$ cat config.mk
export PLATFORM = sky130hd
export DESIGN_NAME = masked_pattern_scan_unit
export DESIGN_NICKNAME = d
export VERILOG_FILES = /design/src/rtl/mps_pkg.sv /design/src/rtl/masked_pattern_scan_unit.sv /design/src/rtl/mps_cfg.sv /design/src/rtl/mps_window.sv
export SDC_FILE = /design/constraint.sdc
export NUM_CORES = 1
export LEC_CHECK = 0
export BUFFER_PORTS_ARGS = -buffer_cell sky130_fd_sc_hd__buf_2
export CORE_MARGIN = 1.5
export CORE_UTILIZATION = 25
export DETAILED_ROUTE_END_ITERATION = 10
export SETUP_SLACK_MARGIN = 0.5
export SLEW_MARGIN = 20
export SYNTH_ARGS = -nofsm -noshare
export SYNTH_HDL_FRONTEND = slang
export SYNTH_SLANG_ARGS = --single-unit
$ cat constraint.sdc
create_clock -name clk -period 9.1 [get_ports clk]
set_input_delay 0.455 -clock clk [delete_from_list [all_inputs] [get_ports clk]]
set_output_delay 0.455 -clock clk [all_outputs]
set_load 0.05 [all_outputs]
$ cat src/rtl/mps_pkg.sv
package mps_pkg;

  localparam int PAT_BYTES      = 16;
  localparam int PAT_LEN_W      = 5;
  localparam int BYTE_W         = 8;
  localparam int CFG_IDX_W      = 8;
  localparam int CFG_DATA_W     = 64;
  localparam int OFFSET_FIELD_W = 32;

  localparam logic [PAT_BYTES-1:0] CARE_RESET = '1;
  localparam logic [PAT_LEN_W-1:0] LEN_RESET  = 5'd1;

  typedef enum logic [CFG_IDX_W-1:0] {
    CFG_PAT_LO = 8'd0,
    CFG_PAT_HI = 8'd1,
    CFG_CARE   = 8'd2,
    CFG_LEN    = 8'd3
  } cfg_idx_t;

  typedef struct packed {
    logic [CFG_DATA_W-1:0] pat_lo;
    logic [CFG_DATA_W-1:0] pat_hi;
    logic [PAT_BYTES-1:0]  care;
    logic [PAT_LEN_W-1:0]  plen;
  } cfg_t;

  typedef struct packed {
    logic                 hit;
    logic [PAT_LEN_W-1:0] len;
  } cmp_t;

endpackage

$ cat src/rtl/masked_pattern_scan_unit.sv
// Channel  Direction  Handshake          Word
// in_      input      in_valid/in_stall  in_region_byte, in_region_last
// out_     output     out_valid/out_stall out_found, out_match_offset
// cfg_     input      cfg_valid/cfg_ready cfg_index, cfg_wdata
//
// One byte per cycle while out_stall does not hold the result register; a word's result goes
// through the input register, then the window compare, into the result register.
// Reset is synchronous, active low; it clears the window and counter and loads the
// reset pattern setup (pattern zero, all care bits set, length one).
// out_stall holds the result register while out_valid is high and backs up into in_stall in the same cycle.
// cfg_ready is always high; writes land at once.
module masked_pattern_scan_unit #(
  parameter int MAX_PATTERN = 16,
  parameter int OFFSET_BITS = 32
) (
  input  logic                                    clk,
  input  logic                                    rst_n,
  input  logic                                    in_valid,
  output logic                                    in_stall,
  input  logic [mps_pkg::BYTE_W-1:0]              in_region_byte,
  input  logic                                    in_region_last,
  output logic                                    out_valid,
  input  logic                                    out_stall,
  output logic                                    out_found,
  output logic [mps_pkg::OFFSET_FIELD_W-1:0]      out_match_offset,
  input  logic                                    cfg_valid,
  output logic                                    cfg_ready,
  input  logic [mps_pkg::CFG_IDX_W-1:0]           cfg_index,
  input  logic [mps_pkg::CFG_DATA_W-1:0]          cfg_wdata
);

  localparam int ExtW = (OFFSET_BITS > mps_pkg::OFFSET_FIELD_W) ?
                        OFFSET_BITS : mps_pkg::OFFSET_FIELD_W;

  mps_pkg::cfg_t cfg;
  mps_pkg::cmp_t cmp;

  logic                              in_valid_r;
  logic [mps_pkg::BYTE_W-1:0]        in_byte_r;
  logic                              in_last_r;

  logic [OFFSET_BITS-1:0]            bytes_seen_r;
  logic [OFFSET_BITS-1:0]            cnt_nxt;
  logic [OFFSET_BITS-1:0]            len_ext;
  logic [OFFSET_BITS-1:0]            diff;
  logic [ExtW-1:0]                   diff_ext;
  logic                              counted;
  logic                              match_reported_r;

  logic                              out_valid_r;
  logic                              out_found_r;
  logic [mps_pkg::OFFSET_FIELD_W-1:0] out_offset_r;

  logic                              out_free;
  logic                              adv;
  logic                              hit;
  logic                              emit;

  mps_cfg u_cfg (
    .clk       (clk),
    .rst_n     (rst_n),
    .cfg_valid (cfg_valid),
    .cfg_ready (cfg_ready),
    .cfg_index (cfg_index),
    .cfg_wdata (cfg_wdata),
    .cfg       (cfg)
  );

  mps_window #(
    .MAX_PATTERN (MAX_PATTERN)
  ) u_window (
    .clk      (clk),
    .rst_n    (rst_n),
    .shift_en (adv),
    .new_byte (in_byte_r),
    .cfg      (cfg),
    .cmp      (cmp)
  );

  assign out_free = !out_valid_r || !out_stall;
  assign adv      = in_valid_r && out_free;
  assign in_stall = in_valid_r && !out_free;

  assign counted  = ~&bytes_seen_r;
  assign cnt_nxt  = counted ? bytes_seen_r + OFFSET_BITS'(1) : bytes_seen_r;
  assign len_ext  = OFFSET_BITS'(cmp.len);
  assign diff     = cnt_nxt - len_ext;
  assign diff_ext = ExtW'(diff);

  assign hit  = !match_reported_r && counted && cmp.hit && (cnt_nxt >= len_ext);
  assign emit = hit || (in_last_r && !match_reported_r);

  assign out_valid        = out_valid_r;
  assign out_found        = out_found_r;
  assign out_match_offset = out_offset_r;

  always_ff @(posedge clk) begin
    if (!rst_n) begin
      in_valid_r <= 1'b0;
    end else if (!in_stall) begin
      in_valid_r <= in_valid;
    end
  end

  always_ff @(posedge clk) begin
    if (in_valid && !in_stall) begin
      in_byte_r <= in_region_byte;
      in_last_r <= in_region_last;
    end
  end

  always_ff @(posedge clk) begin
    if (!rst_n) begin
      bytes_seen_r     <= '0;
      match_reported_r <= 1'b0;
    end else if (adv) begin
      if (in_last_r) begin
        bytes_seen_r     <= '0;
        match_reported_r <= 1'b0;
      end else begin
        bytes_seen_r <= cnt_nxt;
        if (hit) begin
          match_reported_r <= 1'b1;
        end
      end
    end
  end

  always_ff @(posedge clk) begin
    if (!rst_n) begin
      out_valid_r <= 1'b0;
    end else if (out_free) begin
      out_valid_r <= adv && emit;
    end
  end

  always_ff @(posedge clk) begin
    if (out_free && adv) begin
      out_found_r  <= hit;
      out_offset_r <= hit ? diff_ext[mps_pkg::OFFSET_FIELD_W-1:0] : '0;
    end
  end

`ifndef SYNTHESIS
  a_nf_zero_offset: assert property (@(posedge clk) disable iff (!rst_n)
    out_valid_r && !out_found_r |-> out_offset_r == '0)
    else $error("not-found word with nonzero offset");

  a_single_found: assert property (@(posedge clk) disable iff (!rst_n)
    adv && match_reported_r |=> !(out_valid_r && out_found_r))
    else $error("second found word in one region");

  a_cnt_clear: assert property (@(posedge clk) disable iff (!rst_n)
    adv && in_last_r |=> bytes_seen_r == '0 && !match_reported_r)
    else $error("region state not cleared after last byte");

  a_cnt_mono: assert property (@(posedge clk) disable iff (!rst_n)
    adv && !in_last_r |=> bytes_seen_r >= $past(bytes_seen_r))
    else $error("byte counter went backwards");

  a_stall_occupied: assert property (@(posedge clk) disable iff (!rst_n)
    in_stall |-> in_valid_r && out_valid_r)
    else $error("input stalled with nothing blocking");
`endif

endmodule

$ cat src/rtl/mps_cfg.sv
module mps_cfg (
  input  logic                                clk,
  input  logic                                rst_n,
  input  logic                                cfg_valid,
  output logic                                cfg_ready,
  input  logic [mps_pkg::CFG_IDX_W-1:0]       cfg_index,
  input  logic [mps_pkg::CFG_DATA_W-1:0]      cfg_wdata,
  output mps_pkg::cfg_t                       cfg
);

  mps_pkg::cfg_t cfg_r;

  assign cfg_ready = 1'b1;
  assign cfg       = cfg_r;

  always_ff @(posedge clk) begin
    if (!rst_n) begin
      cfg_r.pat_lo <= '0;
      cfg_r.pat_hi <= '0;
      cfg_r.care   <= mps_pkg::CARE_RESET;
      cfg_r.plen   <= mps_pkg::LEN_RESET;
    end else if (cfg_valid) begin
      case (cfg_index)
        mps_pkg::CFG_PAT_LO: cfg_r.pat_lo <= cfg_wdata;
        mps_pkg::CFG_PAT_HI: cfg_r.pat_hi <= cfg_wdata;
        mps_pkg::CFG_CARE:   cfg_r.care   <= cfg_wdata[mps_pkg::PAT_BYTES-1:0];
        mps_pkg::CFG_LEN:    cfg_r.plen   <= cfg_wdata[mps_pkg::PAT_LEN_W-1:0];
        default: ;
      endcase
    end
  end

endmodule

$ cat src/rtl/mps_window.sv
module mps_window #(
  parameter int MAX_PATTERN = 16
) (
  input  logic                          clk,
  input  logic                          rst_n,
  input  logic                          shift_en,
  input  logic [mps_pkg::BYTE_W-1:0]    new_byte,
  input  mps_pkg::cfg_t                 cfg,
  output mps_pkg::cmp_t                 cmp
);

  localparam int IdxW = (MAX_PATTERN > 1) ? $clog2(MAX_PATTERN) : 1;

  logic [mps_pkg::BYTE_W-1:0]      win_r   [MAX_PATTERN];
  logic [mps_pkg::BYTE_W-1:0]      win_nxt [MAX_PATTERN];
  logic [2*mps_pkg::CFG_DATA_W-1:0] pat_all;
  logic [mps_pkg::PAT_LEN_W-1:0]   len;
  logic [MAX_PATTERN-1:0]          miss;

  assign pat_all = {cfg.pat_hi, cfg.pat_lo};
  assign len     = (cfg.plen > mps_pkg::PAT_LEN_W'(MAX_PATTERN)) ?
                   mps_pkg::PAT_LEN_W'(MAX_PATTERN) : cfg.plen;

  assign win_nxt[0] = new_byte;
  for (genvar k = 1; k < MAX_PATTERN; k++) begin : g_shift
    assign win_nxt[k] = win_r[k-1];
  end

  // pattern byte i lines up with the byte received len-1-i items ago
  for (genvar i = 0; i < MAX_PATTERN; i++) begin : g_cmp
    logic [mps_pkg::PAT_LEN_W-1:0] j;
    logic                          active;
    assign j      = len - mps_pkg::PAT_LEN_W'(1) - mps_pkg::PAT_LEN_W'(i);
    assign active = (mps_pkg::PAT_LEN_W'(i) < len) && cfg.care[i];
    assign miss[i] = active &&
                     (win_nxt[j[IdxW-1:0]] != pat_all[i*mps_pkg::BYTE_W +: mps_pkg::BYTE_W]);
  end

  assign cmp.hit = (len != '0) && !(|miss);
  assign cmp.len = len;

  always_ff @(posedge clk) begin
    if (!rst_n) begin
      for (int k = 0; k < MAX_PATTERN; k++) begin
        win_r[k] <= '0;
      end
    end else if (shift_en) begin
      for (int k = 0; k < MAX_PATTERN; k++) begin
        win_r[k] <= win_nxt[k];
      end
    end
  end

endmodule
**Word level (Yosys, flattened, before mapping)**

Memory sizes are Yosys's and may differ from the RTL's.
Index checks and enable logic that the tools add are counted.

- Flip-flop bits (word level): 226
- Memory bits (writable): 128
- Output and inout bits: 36
- Logic and storage cells: 250
- Memories kept: 1

- Add/subtract/negate cells: 18
- Magnitude comparators: 34
- Equality and inequality tests: 19
- Mux-type cells: 73
- Bitwise operators: 32
- Reductions and logical operators: 61

Memories:

| name | words | bits a word | read ports | clocked after Yosys merged registers in | write ports | line | source |
|---|---|---|---|---|---|---|---|
| u_window.win_r | 16 | 8 | 15 | 0 | 16 | mps_window.sv:14 | `logic [mps_pkg::BYTE_W-1:0] win_r [MAX_PATTERN];` |

Operators with widths:

| operator | number |
|---|---|
| $bmux W8 S4 | 16 |
| $mux W8 | 48 |
| $ne A8 B8 Y1 | 16 |
| $ge A5 B5 Y1 const B | 16 |
| $not A4 Y5 | 16 |
| $mux W32 | 2 |
| $logic_and A1 B1 Y1 | 42 |
| $lt A4 B5 Y1 const A | 8 |
| $add A32 B1 Y32 const B | 1 |
| $ge A32 B5 Y1 | 1 |
| $reduce_and A32 Y1 | 1 |
| $sub A32 B5 Y32 | 1 |
| $sub A4 B4 Y4 const B | 8 |
| $lt A3 B5 Y1 const A | 4 |
| $eq A8 B2 Y1 const B | 2 |
| $or A1 B1 Y1 | 16 |
| $reduce_or A16 Y1 | 1 |
| $sub A4 B3 Y4 const B | 4 |
| $lt A1 B5 Y1 const A | 2 |
| $lt A2 B5 Y1 const A | 2 |
| $reduce_and A2 Y1 | 5 |
| $eq A8 B1 Y1 const B | 1 |
| $logic_not A8 Y1 | 1 |
| $sub A4 B1 Y4 const B | 2 |
| other kinds (8) | 21 |

**Logic depth before layout (Yosys ltp)**

Gate-level depths: netlist of run 1.

- Word-level depth: 17
- Gate-level depth with buffers: 26
- Mapped depth without buffers: 19

**Cells and area by module**

From an unflattened synthesis of run 1, not the netlist that was laid out.

- Cells, all modules: 2423
- Area, all modules: 24188.2 sq um

Modules (own cells, without submodules):

| module | times used | cells each | area each (sq um) |
|---|---|---|---|
| mps_window | 1 | 1336 | 13549.2 |
| mps_cfg | 1 | 576 | 5810.6 |
| masked_pattern_scan_unit | 1 | 511 | 4828.4 |

**Least setup slack after synthesis of run 1**

No wires, ideal clock.

- Kind: register to register
- From: register u_cfg.cfg_r, in the netlist u_cfg.cfg[4]
- To: register out_offset_r, in the netlist out_match_offset[8] (data pin)
- Setup time: 0.136 ns
- Arrival: 5.434 ns
- Path slack: 3.530 ns
- Cell stages (with the launch flop): 27
- Period minus slack after synthesis: 5.570 ns
- Cells stage by stage: dfxtp_1 -> nor2b_1 -> buf_6 -> inv_2 -> buf_6 -> buf_4 -> buf_2 -> ha_1 -> xnor2_2 -> buf_2 -> buf_1 -> ha_1 -> clkbuf_1 -> inv_1 -> o2111ai_1 -> o211ai_2 -> xnor2_1 -> buf_4 -> mux2i_1 -> xor2_1 -> a2111o_1 -> o311ai_0 -> nand4_1 -> or4_1 -> buf_6 -> buf_8 -> nor2_4

- Longest elaborated chain between the ends: 15
- Elaborated cells between the ends (all ways): 154
- Those cells by class: add/sub: 17; order compare: 18; eq/ne: 16; mux: 49; bitwise: 16; reduce/logical: 38

RTL lines:

| item | line | source |
|---|---|---|
| from (decl) | mps_cfg.sv:11 | `mps_pkg::cfg_t cfg_r;` |
| $gt A5 B5 Y1 | mps_window.sv:21 | `assign len = (cfg.plen > mps_pkg::PAT_LEN_W'(MAX_PATTERN)) ?` |
| $mux W5 * | mps_window.sv:21 |  |
| $sub A4 B1 Y4 | mps_window.sv:33 | `assign j = len - mps_pkg::PAT_LEN_W'(1) - mps_pkg::PAT_LEN_W'(i);` |
| $sub A4 B1 Y4, or another cell as far along | mps_window.sv:33 |  |
| $not A4 Y5 (not written as such) | mps_window.sv:36 | `(win_nxt[j[IdxW-1:0]] != pat_all[i*mps_pkg::BYTE_W +: mps_pkg::BYTE_W]);` |
| $bmux W8 S4 | mps_window.sv:36 |  |
| $mux W8 (not written as such) (2 in a row) | mps_window.sv:36 |  |
| $ne A8 B8 Y1 | mps_window.sv:36 |  |
| $logic_and A1 B1 Y1 | mps_window.sv:35 | `assign miss[i] = active &&` |
| $reduce_or A16 Y1 | mps_window.sv:39 | `assign cmp.hit = (len != '0) && !(\|miss);` |
| $logic_not A1 Y1 | mps_window.sv:39 |  |
| $logic_and A1 B1 Y1 | mps_window.sv:39 |  |
| $logic_and A1 B1 Y1 (2 in a row) | masked_pattern_scan_unit.sv:90 | `assign hit = !match_reported_r && counted && cmp.hit && (cnt_nxt >= len_ext);` |
| to (signal assigned) | masked_pattern_scan_unit.sv:140 | `out_offset_r <= hit ? diff_ext[mps_pkg::OFFSET_FIELD_W-1:0] : '0;` |
| to (decl) | masked_pattern_scan_unit.sv:52 | `logic [mps_pkg::OFFSET_FIELD_W-1:0] out_offset_r;` |

Every way passes the cells marked *; elsewhere a longest branch is shown, timed or not. The select of a mux whose other input is x is not followed.
A chain may end at the register's enable or synchronous reset.

**Worst setup path after layout of run 1**

- From: register u_cfg.cfg_r, in the netlist u_cfg.cfg[4]
- To: register out_offset_r, in the netlist out_match_offset[3] (data pin)

Same word-level chain as after synthesis.

==> summary.md, run 1 <==
| Metric | Value |
|---|---|
| Worst Path Required | 9.50 ns |
| Quantity of I/O buffers inserted on ports | 120 |
| Crit Path Class | reg2reg |
| CTS Hold Bufs | 0 |
| Clock transition at the register clock pins on the worst setup and hold paths after CTS | ~0.06 ns |
| Maximum number of pins on one net before global-route repair | 110 |
| Hold violation total from the final report | 0 |
| Period utilisation layout | between 70% and 80% |
| Full die area | roughly 100,000 µm² |
| Initial cell density of the core | between 20% and 30% |
| Placed Cells incl. Taps | about 3,800 |
| Global-route usage over all layers | 16.4% |
| Standard cell core area | around 95,000 µm² |
| Warning count from the yosys run | 0 |
| Iteration-0 DRC count of the detailed router | between 2,000 and 3,000 |
| Startpoint of the worst hold path | in_region_byte[0] |
| Area of all placed cells without fillers | between 20,000 and 30,000 µm² |
| Peak supply drop | approximately 0.11 mV |
| Die span in x | 314 µm |
| Fin Clk Skew | around 0.027 ns |
| Power Total | around 4 mW |
| Final setup violation count | 0 |
| Buffers from clock root to sink, at most | 3 |
| Setup slack, reg-to-reg | about 2.3 ns |
| Vias post-DR | between 20,000 and 25,000 |
| Max cap viols | 0 |
| Number of buffers created by CTS | 43 |
| Top cells by area, synth | edfxtp_1 (20%), dfxtp_1 (15%), mux2i_1 (7.9%), nand2_1 (6.2%), mux4_2 (5.3%) |
| Final Max Tran Viols | 0 |
| Routed length per instance | around 21 µm |
| Unrepaired setup endpoints after global routing | false |
| Kind of path behind the tightest hold check | in2reg |
| Die extent in y | approximately 310 µm |
| Leading area contributor after synthesis | edfxtp_1 |
| Syn Nets | ~2,700 |
| Drt drc | 0 |
| Instance count of the mapped netlist | between 2,000 and 3,000 |
| Number of cells upsized or downsized after cts | 0 |
| Syn Std Cell Area | around 24,000 µm² |
| Insertion delay of the later-clocked pin in the worst-skew pair | 0.59 ns |
| Layout Utilization | 28.6% |
| CTS root buf | clkbuf_16 |
| Final WL | roughly 83 mm |
| Worst slew margin relative to its limit | between 20% and 30% |
| F_max | between 100 and 150 MHz |
| Unique masters post-synth | 107 |
| Post-DRT Antenna Nets | 0 |
| Worst endpoint data arrival time | between 7 and 8 ns |
| Static power due to leakage | 9.95 nW |
| Placed Area | 25,800 µm² |
| Avg Inst Size Synth | 9.31 µm² |
| Fraction of registers with async set/reset | 0% |
| Yosys top cell area share | about a fifth |
| Number of enable-type register cells in the synthesized netlist | between 150 and 200 |
| Clock sinks | ~350 |
| Synth Register Bits | about 350 |
| Hold Path Sink | in_byte_r[0] |
| Synth top cells by count | nand2_1 (399), mux2i_1 (192), dfxtp_1 (184) |
| Detail-routed via count per cell | around 5.3 |
| Startpoint types | flip-flop |
| Area added between synthesis and finish | 12.7% |
| Biggest fanout along the worst timing path | 53 |
| WHS Path Cells | 1 |
| Global-route wire length before repair | around 120 mm |
| Final min period | between 6 and 7 ns |
| Origin of the critical flop-to-flop path | u_cfg.cfg[4] |
| Nature of the critical path endpoint | flip-flop |
| Number of cells on the worst reg-to-reg path | 15 |
| Postcts setup bufs | 0 |
| Sequential cell area fraction in the yosys report | about a third |
| Via count of the first global-routing pass | 18,800 |
| Core Rows | 113 |
| Most instantiated library cell after synthesis | nand2_1 |
| Slew at the pin closest to its max-slew limit | 1.12 ns |
| Number of antenna violations at the first check in global routing | 6 |
| TritonCTS clock tree | yes |
| IO Pins | 122 |
| Net count, final | ~2,700 |
| Share of cells above drive strength 1 | about 15% |
| H-tree lvl count | 2 |
| Overall overflow remaining after global route | 0 |
| First-pass detailed-route iteration total | 6 |
| Estimated wirelength of the detail-placed design | 59.7 mm |
| RR Endpoint | out_match_offset[3] |
| Final weighted congestion in routability-driven placement | approximately 0.96 |
| Sum of negative setup slack | 0 ns |
| Outcome | finished, final reports clean |
| Power density of the placed cells | around 150 nW/µm² |
| Cell Count, Final, Fillers Out | between 3,000 and 4,000 |
| Ys flop type | dfxtp_1 |
[report_power, final]
part           leakage (nW)  switching [mW]  internal (mW)
clock network         0.728           0.740           1.11
logic                  6.05           0.280          0.181
registers              3.17          0.0643           1.68
[flip-flops by register name (all words and copies together) (netlist names)]
signal / flops
bytes_seen_r: 32
in_byte_r: 8
in_last_r: 1
in_valid_r: 1
match_reported_r: 1
out_found: 1
out_match_offset: 32
out_valid: 1
u_cfg.cfg: 149
u_window.win_r: 120
[per-layer routing]
layer	routed length [µm]	GRT usage [%]
met5	20	0
met4	2890	5.78
met3	7790	3.55
met2	36300	24.5
met1	36400	23.0
[cell families (layout without fill, tap and decap cells)]
| kind of cell | count (synthesis) | count (layout) | synth area share [%] |
|---|---|---|---|
| xor+xnor | 144 | 144 | 5.38 |
| compound gates | 559 | 559 | 16.2 |
| mux | 295 | 295 | 15.4 |
| flops | 346 | 346 | 35.3 |
| buf+inv | 226 | 269 | 4.62 |
| other cells | 1 | 3 | 0.0155 |
| simple gates | 1012 | 1012 | 22.1 |
| fa+ha+maj | 19 | 19 | 1.01 |
[worst max path at each step]
| stage | startpoint | end | depth (start not counted) |
|---|---|---|---|
| floorplan | u_cfg.cfg[4] | out_match_offset[8] | 26 |
| global placement | u_cfg.cfg[4] | out_match_offset[4] | 17 |
| detailed placement | u_cfg.cfg[4] | out_match_offset[3] | 17 |
| CTS | u_cfg.cfg[4] | out_match_offset[3] | 17 |
| global route | u_cfg.cfg[4] | out_match_offset[3] | 16 |
| finish | u_cfg.cfg[4] | out_match_offset[3] | 15 |
[cell type report]
| type | instances | area [µm²] |
|---|---|---|
| Antenna cell | 2 | 5.00 |
| Clock buffer | 57 | 1240 |
| Clock inverter | 23 | 264 |
| Fill cell | 10000 | 68100 |
| Inverter | 31 | 119 |
| Multi-Input combinational cell | 2030 | 14600 |
| Sequential cell | 346 | 8550 |
| Tap cell | 1265 | 1580 |
| Timing Repair Buffer | 158 | 892 |
[layout by cell type, fill, tap and decap left out, types with 53 or more instances in the layout]
| master | n |
|---|---|
| nand3_1 | 81 |
| o21ai_0 | 114 |
| a21boi_0 | 137 |
| xor2_1 | 53 |
| xnor2_1 | 86 |
| buf_2 | 119 |
| nand2_1 | 399 |
| a21oi_1 | 63 |
| and2_1 | 127 |
| mux2i_1 | 192 |
| mux4_2 | 57 |
| dfxtp_1 | 182 |
| edfxtp_1 | 162 |
| nor2_1 | 85 |
[stage by stage]
step | hold slack [ns] | setup WS [ns]
final | 0.0501 | 2.29
after floorplan | 0.433 | 3.53
after detailed placement | 0.466 | 2.25
after global routing | 0.0380 | 2.09
after CTS | 0.0300 | 2.26
after global placement | 0.455 | 2.36
[worst max-delay path: stages, from the launching register on]
cell and delay, ns:
dfxtp_2 0.42, buf_4 0.63, nand2b_1 0.22, buf_4 0.36
ha_1 0.37, nand2_1 0.15, nand4_1 0.63, a21oi_4 0.18
nor2_2 0.73, mux4_2 0.64, xnor2_1 0.18, nand4_1 0.14
o21ai_0 0.25, nand4_1 0.36, or4_4 0.96, nor3_1 0.34
(Power assumes the default switching activity.)
==> run 2: changes to the inputs <==
- ABC_AREA: default -> 1
- clock period: 9.1 -> 6.8 ns (I/O delays scaled with it)
==> run 2 against run 1 <==
Against the previous run:
- design area rose by 0.55%
- synthesized cell count rose by 50%
- wire length rose by 9.8%
- register-to-register slack got worse by 0.93 ns
- critical path type unchanged
==> summary.md, run 2 <==
| Metric | Value |
|---|---|
| Outcome | finished, final reports clean |
| Leading area contributor after synthesis | nand2_1 |
| Estimated wirelength of the detail-placed design | roughly 69 mm |
| Number of flip-flops in the largest register | approximately 150 |
| Startpoint types | flip-flop |
| Period utilisation layout | around four fifths |
| Postcts setup bufs | 0 |
| Yosys top cell area share | approximately a quarter |
| Hold violation total from the final report | 0 |
| Clock sinks | 346 |
| Initial cell density of the core | 25.3% |
| Net count, final | a little over 4,000 |
| Final setup margin | roughly 1.4 ns |
| Final setup violation count | 0 |
| Peak supply drop | around 0.17 mV |
| Layout Utilization | roughly 29% |
| TritonCTS clock tree | yes |
| Buffers from clock root to sink, at most | 3 |
| Number of buffers created by CTS | between 40 and 50 |
| Hold Path Sink | u_cfg.cfg[63] |
| Routed length per instance | 17.5 µm |
| Biggest fanout along the worst timing path | 42 |
| Worst endpoint data arrival time | 5.89 ns |
| Nature of the critical path endpoint | flip-flop |
| Static power due to leakage | 12.8 nW |
| Startpoint of the worst hold path | cfg_wdata[42] |
| RR Endpoint | out_match_offset[16] |
| IO Pins | roughly 120 |
| Clock transition at the register clock pins on the worst setup and hold paths after CTS | around 0.06 ns |
| Die extent in y | 314 µm |
| Post-DRT Antenna Nets | 0 |
| Standard cell core area | 95,300 µm² |
| Most frequent cells in the layout | nand2_1 (1,534), nand3_1 (591), inv_1 (372) |
| WHS Path Cells | 3 |
| Insertion delay of the later-clocked pin in the worst-skew pair | around 0.62 ns |
| Sum of negative setup slack | 0 ns |
| Number of antenna violations at the first check in global routing | 2 |
| Share of cells above drive strength 1 | about 7% |
| First-pass detailed-route iteration total | 6 |
| Placed Area | approximately 26,000 µm² |
| Fraction of registers with async set/reset | 0% |
| Top cells by area, synth | nand2_1 (24%), edfxtp_1 (20%), dfxtp_1 (15%), nand3_1 (12%), inv_1 (5.8%) |
| Kind of path behind the tightest hold check | in2reg |
| Logic gate share of total power | between 10 and 15% |
| Origin of the critical flop-to-flop path | u_cfg.cfg[4] |
| Synth top cells by count | nand2_1 (1,538), nand3_1 (591), inv_1 (372) |
| Quantity of I/O buffers inserted on ports | 120 |
| Crit Path Class | reg2reg |
| Unique masters post-synth | 44 |
| Via count of the first global-routing pass | around 23,000 |
| Setup slack, reg-to-reg | ~1.4 ns |
| Die span in x | approximately 310 µm |
| Warning count from the yosys run | 0 |
| Unrepaired setup endpoints after global routing | false |
| Net switching share of the total power | just under 30% |
| Min Hold Slack | a little over 0.02 ns |
| Power Total | about 5.5 mW |
| Worst slew margin relative to its limit | roughly 28% |
| Core Rows | around 110 |
| Diodes inserted | 0 |
| Worst Path Required | 7.25 ns |
| Number of enable-type register cells in the synthesized netlist | approximately 160 |
| Synth Register Bits | approximately 350 |
| Final min period | 5.44 ns |
| Fraction of power consumed by sequential logic | about two fifths |
| Cell Count, Final, Fillers Out | 5,237 |
| Drt drc | 0 |
| Placement-stage worst setup slack | between 1 and 1.5 ns |
| Area added between synthesis and finish | 13.7% |
| Fin Clk Skew | between 0.03 and 0.04 ns |
| CTS root buf | clkbuf_16 |
| Slew at the pin closest to its max-slew limit | approximately 1.1 ns |
| Detail-routed via count per cell | 4.87 |
| Syn Nets | 4,010 |
| Placed Cells incl. Taps | slightly above 5,000 |
| Final weighted congestion in routability-driven placement | approximately 0.97 |
| Full die area | about 98,000 µm² |
| Instance count of the mapped netlist | 3,905 |
| Final WL | 91.7 mm |
| Clock network fraction of design power | between 40 and 50% |
| Ys flop type | dfxtp_1 |
| Most common cell after layout, fill and taps aside | nand2_1 |
| Sequential cell area fraction in the yosys report | 35.4% |
| Area of all placed cells without fillers | around 27,000 µm² |
| Internal | just under 4 mW |
| Syn Std Cell Area | ~24,000 µm² |
| Power density of the placed cells | roughly 200 nW/µm² |
| Net switching power | approximately 1.6 mW |
| Max cap viols | 0 |
| H-tree lvl count | 2 |
| Avg Inst Size Synth | between 6 and 7 µm² |
| Maximum number of pins on one net before global-route repair | roughly 120 |
| Global-route wire length before repair | 138 mm |
| Most instantiated library cell after synthesis | nand2_1 |
| Final Max Tran Viols | 0 |
| Number of cells on the worst reg-to-reg path | 23 |
| F_max | 184 MHz |
| Iteration-0 DRC count of the detailed router | between 3,000 and 4,000 |
| Vias post-DR | approximately 25,000 |
| Overall overflow remaining after global route | 0 |
| Global-route usage over all layers | between 15 and 20% |
-- run 2: cell types whose count changed after synthesis, moves of 41 or more --
cell,delta
nand3_1,+510
o21ai_0,+100
nand3b_1,+41
nor2_1,+236
nand2_1,+1139
inv_1,+348
and2_1,-127
mux4_2,-57
a2bb2oi_1,-43
mux2i_1,-192
xnor2_1,-84
a21boi_0,-134
-- run 2: repair_timing --
item | CTS | global route
resized for setup | 0 | 0
hold buffers | 19 | 0
hold endpoints to repair | 23 | 0
-- run 2: layer usage --
layer | wire [µm] | GRT usage [%] | vias up
met4 | 3850 | 7.47 | 4
li1 | - | - | 12600
met1 | 39900 | 25.2 | 11700
met2 | 40000 | 28.1 | 1041
met3 | 7890 | 2.69 | 174
met5 | 19 | 0 | -
-- run 2: final cells by class --
type / instances / area (µm²)
Sequential cell: 346 / 8550
Multi-Input combinational cell: 2986 / 13300
Clock buffer: 60 / 1270
Timing Repair Buffer: 170 / 1040
Fill cell: 10700 / 67900
Tap cell: 1265 / 1580
Inverter: 386 / 1450
Clock inverter: 24 / 245
-- run 2: power by group through the flow --
stage	Clock [mW]	Combinational, mW	Sequential, mW
finish	2.49	0.743	2.30
global route	2.61	0.828	2.30
CTS	2.54	0.734	2.29
detailed placement	0	0.723	2.34
global placement	0	0.720	2.34
floorplan	0	0.451	2.35
-- run 2: cells by family (layout without fill, tap and decap cells) --
family	after synthesis	count (layout)	synth area share [%]
AO/OA/AOI/OAI	369	369	8.22
XOR/XNOR	36	36	1.31
adder cells (fa/ha/maj)	19	19	1.02
buffers and inverters	573	640	9.70
flip-flops	346	346	35.4
other	1	1	0.0155
AND/OR/NAND/NOR	2561	2561	44.3
-- run 2: worst max path at each step --
stage,start,to,cells past startpoint
3_3_place_gp,bytes_seen_r[0],out_match_offset[29],27
3_5_place_dp,u_cfg.cfg[4],out_match_offset[28],23
2_1_floorplan,out_valid,u_window.win_r[0][0],6
5_1_grt,u_cfg.cfg[4],out_match_offset[16],26
4_1_cts,u_cfg.cfg[4],out_match_offset[28],25
6_report,u_cfg.cfg[4],out_match_offset[16],23
-- run 2: worst max-delay path: stages, from the launching register on --
cell and delay (ns):
dfxtp_1 0.69, nor2_4 0.08, inv_2 0.57, ha_2 0.46, inv_2 0.40, buf_4 0.54, nand3_1 0.35, nand3_1 0.26
nand2_1 0.10, nand2_1 0.09, nand2_1 0.06, nand2_1 0.05, nand2_1 0.04, inv_1 0.05, nand2_1 0.05, nor2_1 0.10
nand2_1 0.10, nand2_1 0.07, nand2_1 0.04, nor2_1 0.10, nand3_1 0.12, nor2_4 0.32, inv_2 0.34, nor2_1 0.20
